===== config.mk =====
export PLATFORM = sky130hd
export DESIGN_NAME = e2q_cordic
export DESIGN_NICKNAME = d
export VERILOG_FILES = /design/src/design/e2q_pkg.sv /design/src/design/e2q_cordic.sv
export SDC_FILE = /design/constraint.sdc
export NUM_CORES = 2
export LEC_CHECK = 0
export BUFFER_PORTS_ARGS = -buffer_cell sky130_fd_sc_hd__buf_2
export CORE_MARGIN = 2
export CORE_UTILIZATION = 55
export CTS_BUF_LIST = sky130_fd_sc_hd__clkbuf_8
export DETAILED_ROUTE_END_ITERATION = 8
export HOLD_SLACK_MARGIN = 0.08
export PLACE_DENSITY_LB_ADDON = 0.05
export RECOVER_POWER = 50
export SYNTH_ARGS = -nofsm -noshare
export SYNTH_HDL_FRONTEND = slang
export SYNTH_SLANG_ARGS = --single-unit
export TNS_END_PERCENT = 10

===== constraint.sdc =====
create_clock -name i_clk -period 13.3 [get_ports i_clk]
set_input_delay 3.99 -clock i_clk [delete_from_list [all_inputs] [get_ports i_clk]]
set_output_delay 3.99 -clock i_clk [all_outputs]
set_load 0.01 [all_outputs]

===== src/design/e2q_pkg.sv =====
package e2q_pkg;

    localparam int CORDIC_STAGES = 14;
    localparam int ATAN_ENTRIES  = 24;

    localparam int AW = 16;
    localparam int QW = 16;
    localparam int XW = 32;
    localparam int ZW = 33;
    localparam int HW = 34;
    localparam int PW = 64;

    localparam logic signed [XW-1:0] Q30_K       = 32'sd652032874;
    localparam logic signed [HW-1:0] Q30_PI      = 34'sd3373259426;
    localparam logic signed [HW-1:0] Q30_HALF_PI = 34'sd1686629713;
    localparam logic signed [PW-1:0] RND_Q30     = 64'sd536870912;
    localparam logic signed [PW:0]   RND_Q14     = 65'sd35184372088832;
    localparam logic signed [18:0]   Q14_ONE     = 19'sd16384;

    typedef struct packed {
        logic signed [QW-1:0] x;
        logic signed [QW-1:0] y;
        logic signed [QW-1:0] z;
        logic signed [QW-1:0] w;
    } t_quat;

    function automatic logic [XW-1:0] atan_q30(input int idx);
        logic [XW-1:0] v;
        case (idx)
            0:  v = 32'h3243F6A8;
            1:  v = 32'h1DAC6705;
            2:  v = 32'h0FADBAFC;
            3:  v = 32'h07F56EA6;
            4:  v = 32'h03FEAB76;
            5:  v = 32'h01FFD55B;
            6:  v = 32'h00FFFAAA;
            7:  v = 32'h007FFF55;
            8:  v = 32'h003FFFEA;
            9:  v = 32'h001FFFFD;
            10: v = 32'h000FFFFF;
            11: v = 32'h0007FFFF;
            12: v = 32'h0003FFFF;
            13: v = 32'h0001FFFF;
            14: v = 32'h0000FFFF;
            15: v = 32'h00007FFF;
            16: v = 32'h00003FFF;
            17: v = 32'h00001FFF;
            18: v = 32'h00000FFF;
            19: v = 32'h000007FF;
            20: v = 32'h000003FF;
            21: v = 32'h000001FF;
            22: v = 32'h000000FF;
            23: v = 32'h0000007F;
            default: v = '0;
        endcase
        return v;
    endfunction

    // Rounds a Q60 sum to Q14 (halves toward plus infinity) and clamps to plus or minus one.
    function automatic logic signed [QW-1:0] q60_to_q14(input logic signed [PW:0] s);
        logic signed [PW:0] r;
        logic signed [18:0] v;
        logic signed [QW-1:0] q;
        r = s + RND_Q14;
        v = r[PW:46];
        if (v > Q14_ONE) begin
            q = 16'sd16384;
        end else if (v < -Q14_ONE) begin
            q = -16'sd16384;
        end else begin
            q = v[QW-1:0];
        end
        return q;
    endfunction

endpackage


===== src/design/e2q_cordic.sv =====
module e2q_cordic #(
    parameter int STAGES = e2q_pkg::CORDIC_STAGES
) (
    input  logic                           i_clk,
    input  logic                           i_en,
    input  logic signed [e2q_pkg::AW-1:0]  i_angle,
    output logic signed [e2q_pkg::XW-1:0]  o_sin,
    output logic signed [e2q_pkg::XW-1:0]  o_cos
);

    localparam int NIT = (STAGES < e2q_pkg::ATAN_ENTRIES) ? STAGES : e2q_pkg::ATAN_ENTRIES;
    localparam int XW  = e2q_pkg::XW;
    localparam int ZW  = e2q_pkg::ZW;
    localparam int HW  = e2q_pkg::HW;

    logic signed [XW-1:0] r_x   [0:NIT];
    logic signed [XW-1:0] r_y   [0:NIT];
    logic signed [ZW-1:0] r_z   [0:NIT];
    logic                 r_neg [0:NIT];
    logic signed [XW-1:0] r_sin;
    logic signed [XW-1:0] r_cos;

    logic signed [HW-1:0] w_half;
    logic signed [HW-1:0] n_z;
    logic                 n_neg;

    // The half angle in Q30 is the raw Q3.12 value shifted up by 17.
    assign w_half = {i_angle[e2q_pkg::AW-1], i_angle, 17'b0};

    always_comb begin
        n_z   = w_half;
        n_neg = 1'b0;
        if (w_half > e2q_pkg::Q30_HALF_PI) begin
            n_z   = w_half - e2q_pkg::Q30_PI;
            n_neg = 1'b1;
        end else if (w_half < -e2q_pkg::Q30_HALF_PI) begin
            n_z   = w_half + e2q_pkg::Q30_PI;
            n_neg = 1'b1;
        end
    end

    always_ff @(posedge i_clk) begin
        if (i_en) begin
            r_x[0]   <= e2q_pkg::Q30_K;
            r_y[0]   <= '0;
            r_z[0]   <= n_z[ZW-1:0];
            r_neg[0] <= n_neg;
        end
    end

    for (genvar k = 0; k < NIT; k++) begin : g_stage
        logic signed [ZW-1:0] w_atan;
        assign w_atan = $signed({1'b0, e2q_pkg::atan_q30(k)});

        always_ff @(posedge i_clk) begin
            if (i_en) begin
                r_neg[k+1] <= r_neg[k];
                if (!r_z[k][ZW-1]) begin
                    r_x[k+1] <= r_x[k] - (r_y[k] >>> k);
                    r_y[k+1] <= r_y[k] + (r_x[k] >>> k);
                    r_z[k+1] <= r_z[k] - w_atan;
                end else begin
                    r_x[k+1] <= r_x[k] + (r_y[k] >>> k);
                    r_y[k+1] <= r_y[k] - (r_x[k] >>> k);
                    r_z[k+1] <= r_z[k] + w_atan;
                end
            end
        end
    end

    always_ff @(posedge i_clk) begin
        if (i_en) begin
            r_cos <= r_neg[NIT] ? -r_x[NIT] : r_x[NIT];
            r_sin <= r_neg[NIT] ? -r_y[NIT] : r_y[NIT];
        end
    end

    assign o_sin = r_sin;
    assign o_cos = r_cos;

endmodule


==> metrics.md <==
| Metric | Value |
|---|---|
| CTS Root Cell | sky130_fd_sc_hd__clkbuf_8 |
| Number of DRC violations after detailed-routing iteration 0 | 6527 |
| Shortest clock period the worst path allows after layout | 10.82 ns |
| Clock sinks | 1289 |
| Final Util | 59.6% |
| Final nets | 12500 |
| Data arrival time of the critical path | 11.54 ns |
| Area added between synthesis and finish | 7.52% |
| # setup viols final | 0 |
| Maximum clock frequency | 92.4 MHz |
| Violations in the final reports | capacitance limit, slew limit |
| Post-CTS setup buffer count | 0 |
| Post-route ant nets | 0 |
| Library cells used by synthesis | 92 |
| DRT Pass-1 Iters | 6 |
| Gate Count Post-Synth | 11000 |
| Effective utilization at floorplan | 55.4% |
| Resized cells post-CTS | 0 |
| Destination of the worst hold path | r_neg[1][1] |
| Via count of the first global-routing pass | 80500 |
| Number of enable-type register cells in the synthesized netlist | 1289 |
| Global-route wire length before repair | 439 mm |
| Post-route setup TNS | 0 ns |
| Total of flip-flops plus latches after synthesis | 1289 |
| Final HPWL from detailed placement | 218 mm |
| Count of cells along the worst register-to-register path | 18 |
| Critical Path Sink Type | register |
| Max-cap violation count | 25 |
| Sequential element share of the synthesized area | 36.2% |
| Count of buffers from port buffering | 81 |
| Critical R2R Capture | r_y[1][31] |
| Top cells by area in the synthesized netlist | sky130_fd_sc_hd__edfxtp_1 36%, sky130_fd_sc_hd__ha_1 15%, sky130_fd_sc_hd__xnor2_1 8.9% |
| Height of the die | 445 um |
| Number of antenna violations at the first check in global routing | 4 |
| WP data required | 14.02 ns |
| Tcrit/Tclk final | 81.3% |
| Die X-Extent | 445 um |
| Crit Reg-Reg Startpoint | r_z[3][65] |
| Core Box Area | 193000 sq um |
| Final GP Congestion | 0.926 |
| TritonCTS buffer count | 229 |
| Layout cells sized above 1 | 4.51% |
| Maximum fanout count along the critical path | 120 |
| Most common cell in the synthesized netlist | sky130_fd_sc_hd__edfxtp_1 |
| Hold Crit Class | reg -> reg |
| Max-slew violation count | 1099 |
| Synth area leader | sky130_fd_sc_hd__edfxtp_1 |
| Routed length per placed instance | 19.8 um |
| Pin slew with the least headroom to its limit | 3.78 ns |
| Die area | 198000 sq um |
| Layout Skew | 0.0399 ns |
| Post-synthesis area per instance | 9.74 sq um |
| Final WL | 276 mm |
| Slew HR | -152% |
| Global-route usage over all layers | 27.4% |
| Detailed-route via count | 84300 |
| Portion of synthesized cell area occupied by the leading cell type | 36.2% |
| Maximum number of pins on one net before global-route repair | 147 |
| Result of the run | complete, but fails checks |
| Syn_nets | 12300 |
| Vias/cell | 6.06 |
| Source of the worst hold timing path | r_neg[1][0] |
| Async set-or-reset flop fraction in the synthesized netlist | 0% |
| Worst skew pair latency | 0.98 ns |
| Main synth FF type | sky130_fd_sc_hd__edfxtp_1 |
| Count of cells along the worst hold path | 0 |
| CTS tree | done |
| Synthesized area | 107000 sq um |
| Max Buffers Root-to-Sink | 3 |
| Site Rows | 161 |
| Post-CTS clock slew at the launch and capture registers of the worst setup and hold paths | 0.06 ns |
| Final routed DRC violation total | 0 |
| Unrepaired setup endpoints after global routing | no |
| Crit path launch type | input pin |
| Number of warnings issued by yosys | 0 |
| I/O pin count | 82 |
| Cts hold-fix bufs | 0 |
| H-tree depth | 4 |
| CP Class | in -> reg |
| Global route total overflow | 0 |
| Most frequent cells after synthesis | 1289 x sky130_fd_sc_hd__edfxtp_1, 1246 x sky130_fd_sc_hd__ha_1, 1083 x sky130_fd_sc_hd__a21oi_1 |
| Setup slack, reg-to-reg | 5.70 ns |
| Final number of hold-violating endpoints | 0 |
==> worst max-delay path: stages <==
cell                       delay, ns
sky130_fd_sc_hd__buf_12         0.15
sky130_fd_sc_hd__clkbuf_1       0.97
sky130_fd_sc_hd__nand2_1        0.33
sky130_fd_sc_hd__clkbuf_1       0.76
sky130_fd_sc_hd__clkbuf_1       1.42
sky130_fd_sc_hd__o21ai_0        0.36
sky130_fd_sc_hd__xor2_1         0.26
sky130_fd_sc_hd__ha_1           0.44
sky130_fd_sc_hd__nand4_1        0.24
sky130_fd_sc_hd__nor3_1         0.34
sky130_fd_sc_hd__nand3_1        0.11
sky130_fd_sc_hd__o311ai_0       0.73
sky130_fd_sc_hd__o211ai_1       0.29
sky130_fd_sc_hd__o21ai_0        0.26
sky130_fd_sc_hd__and2_1         0.20
sky130_fd_sc_hd__nor3_1         0.07
sky130_fd_sc_hd__o21bai_1       0.15
sky130_fd_sc_hd__a21oi_1        0.09
sky130_fd_sc_hd__xnor2_1        0.12
==> layout by cell type (no fill, tap or decap), types with 145 or more instances in the layout <==
master | Yosys | routed
sky130_fd_sc_hd__a21o_1 | 532 | 532
sky130_fd_sc_hd__a21oi_1 | 1083 | 1083
sky130_fd_sc_hd__clkbuf_8 | 0 | 234
sky130_fd_sc_hd__edfxtp_1 | 1289 | 1289
sky130_fd_sc_hd__ha_1 | 1246 | 1246
sky130_fd_sc_hd__inv_1 | 404 | 450
sky130_fd_sc_hd__nand2_1 | 624 | 624
sky130_fd_sc_hd__nand2b_1 | 159 | 159
sky130_fd_sc_hd__nand3_1 | 170 | 170
sky130_fd_sc_hd__nor2_1 | 856 | 856
sky130_fd_sc_hd__nor2b_1 | 152 | 152
sky130_fd_sc_hd__nor3_1 | 227 | 227
sky130_fd_sc_hd__o21a_1 | 174 | 174
sky130_fd_sc_hd__o21ai_0 | 636 | 636
sky130_fd_sc_hd__o21bai_1 | 145 | 145
sky130_fd_sc_hd__xnor2_1 | 1082 | 1082
sky130_fd_sc_hd__xor2_1 | 521 | 521
==> worst max path at each step <==
stage,endpoint,cells past startpoint,start,slack (ns)
after floorplan,r_x[0][159],20,i_en,4.56
after global placement,r_x[1][158],19,i_en,3.43
after detailed placement,r_y[0][255],18,i_en,3.46
after CTS,r_x[1][158],19,i_en,4.52
after global routing,r_y[0][222],19,i_en,2.00
final,r_y[0][222],19,i_en,2.48
==> metrics by stage <==
stage          hold slack (ns)  setup WS (ns)  cell area (sq um)  cells
2_1_floorplan            0.400           4.56             107000  11000
3_3_place_gp             0.406           3.43             110000  13500
3_5_place_dp             0.405           3.46             110000  13500
4_1_cts                  0.420           4.52             115000  13900
5_1_grt                  0.429           2.00             115000  13900
6_report                 0.418           2.48             115000  13900
==> state kept, by name, summed over array words and instances (netlist names) <==
| signal | cells |
|---|---|
| r_x | 392 |
| o_cos | 32 |
| r_y | 417 |
| o_sin | 32 |
| r_z | 402 |
| r_neg | 14 |
==> kinds of logic after synthesis <==
family	after synthesis	share of synthesized area (%)
muxes	67	0.655
and+or+nand+nor	2797	12.7
xor gates and xnor gates	1604	13.1
buffers and inverters	592	2.08
DFF	1289	36.2
adders and majority gates	1287	15.3
AOI/OAI and AO/OA	3353	19.9
==> metal layers <==
layer  track usage, %  part of all wire, %  up-vias
met4             7.38                  2.6        2
li1                 -                    -    41400
met2             44.7                   46     2069
met3             3.51                  5.1      411
met1             38.3                   47    40300
met5                0               0.0047        -
==> layout make-up <==
| cell class | count | area [sq um] |
|---|---|---|
| Fill cell | 16700 | 78000 |
| Antenna cell | 5 | 12.5 |
| Clock buffer | 234 | 3220 |
| Multi-Input combinational cell | 9108 | 66100 |
| Inverter | 412 | 1550 |
| Tap cell | 2526 | 3160 |
| Timing Repair Buffer | 145 | 713 |
| Sequential cell | 1289 | 38700 |
| Clock inverter | 195 | 1620 |
Power is left out: the tool's default activity adds up to more than one toggle a clock period on the data nets, which glitch-free logic cannot reach.
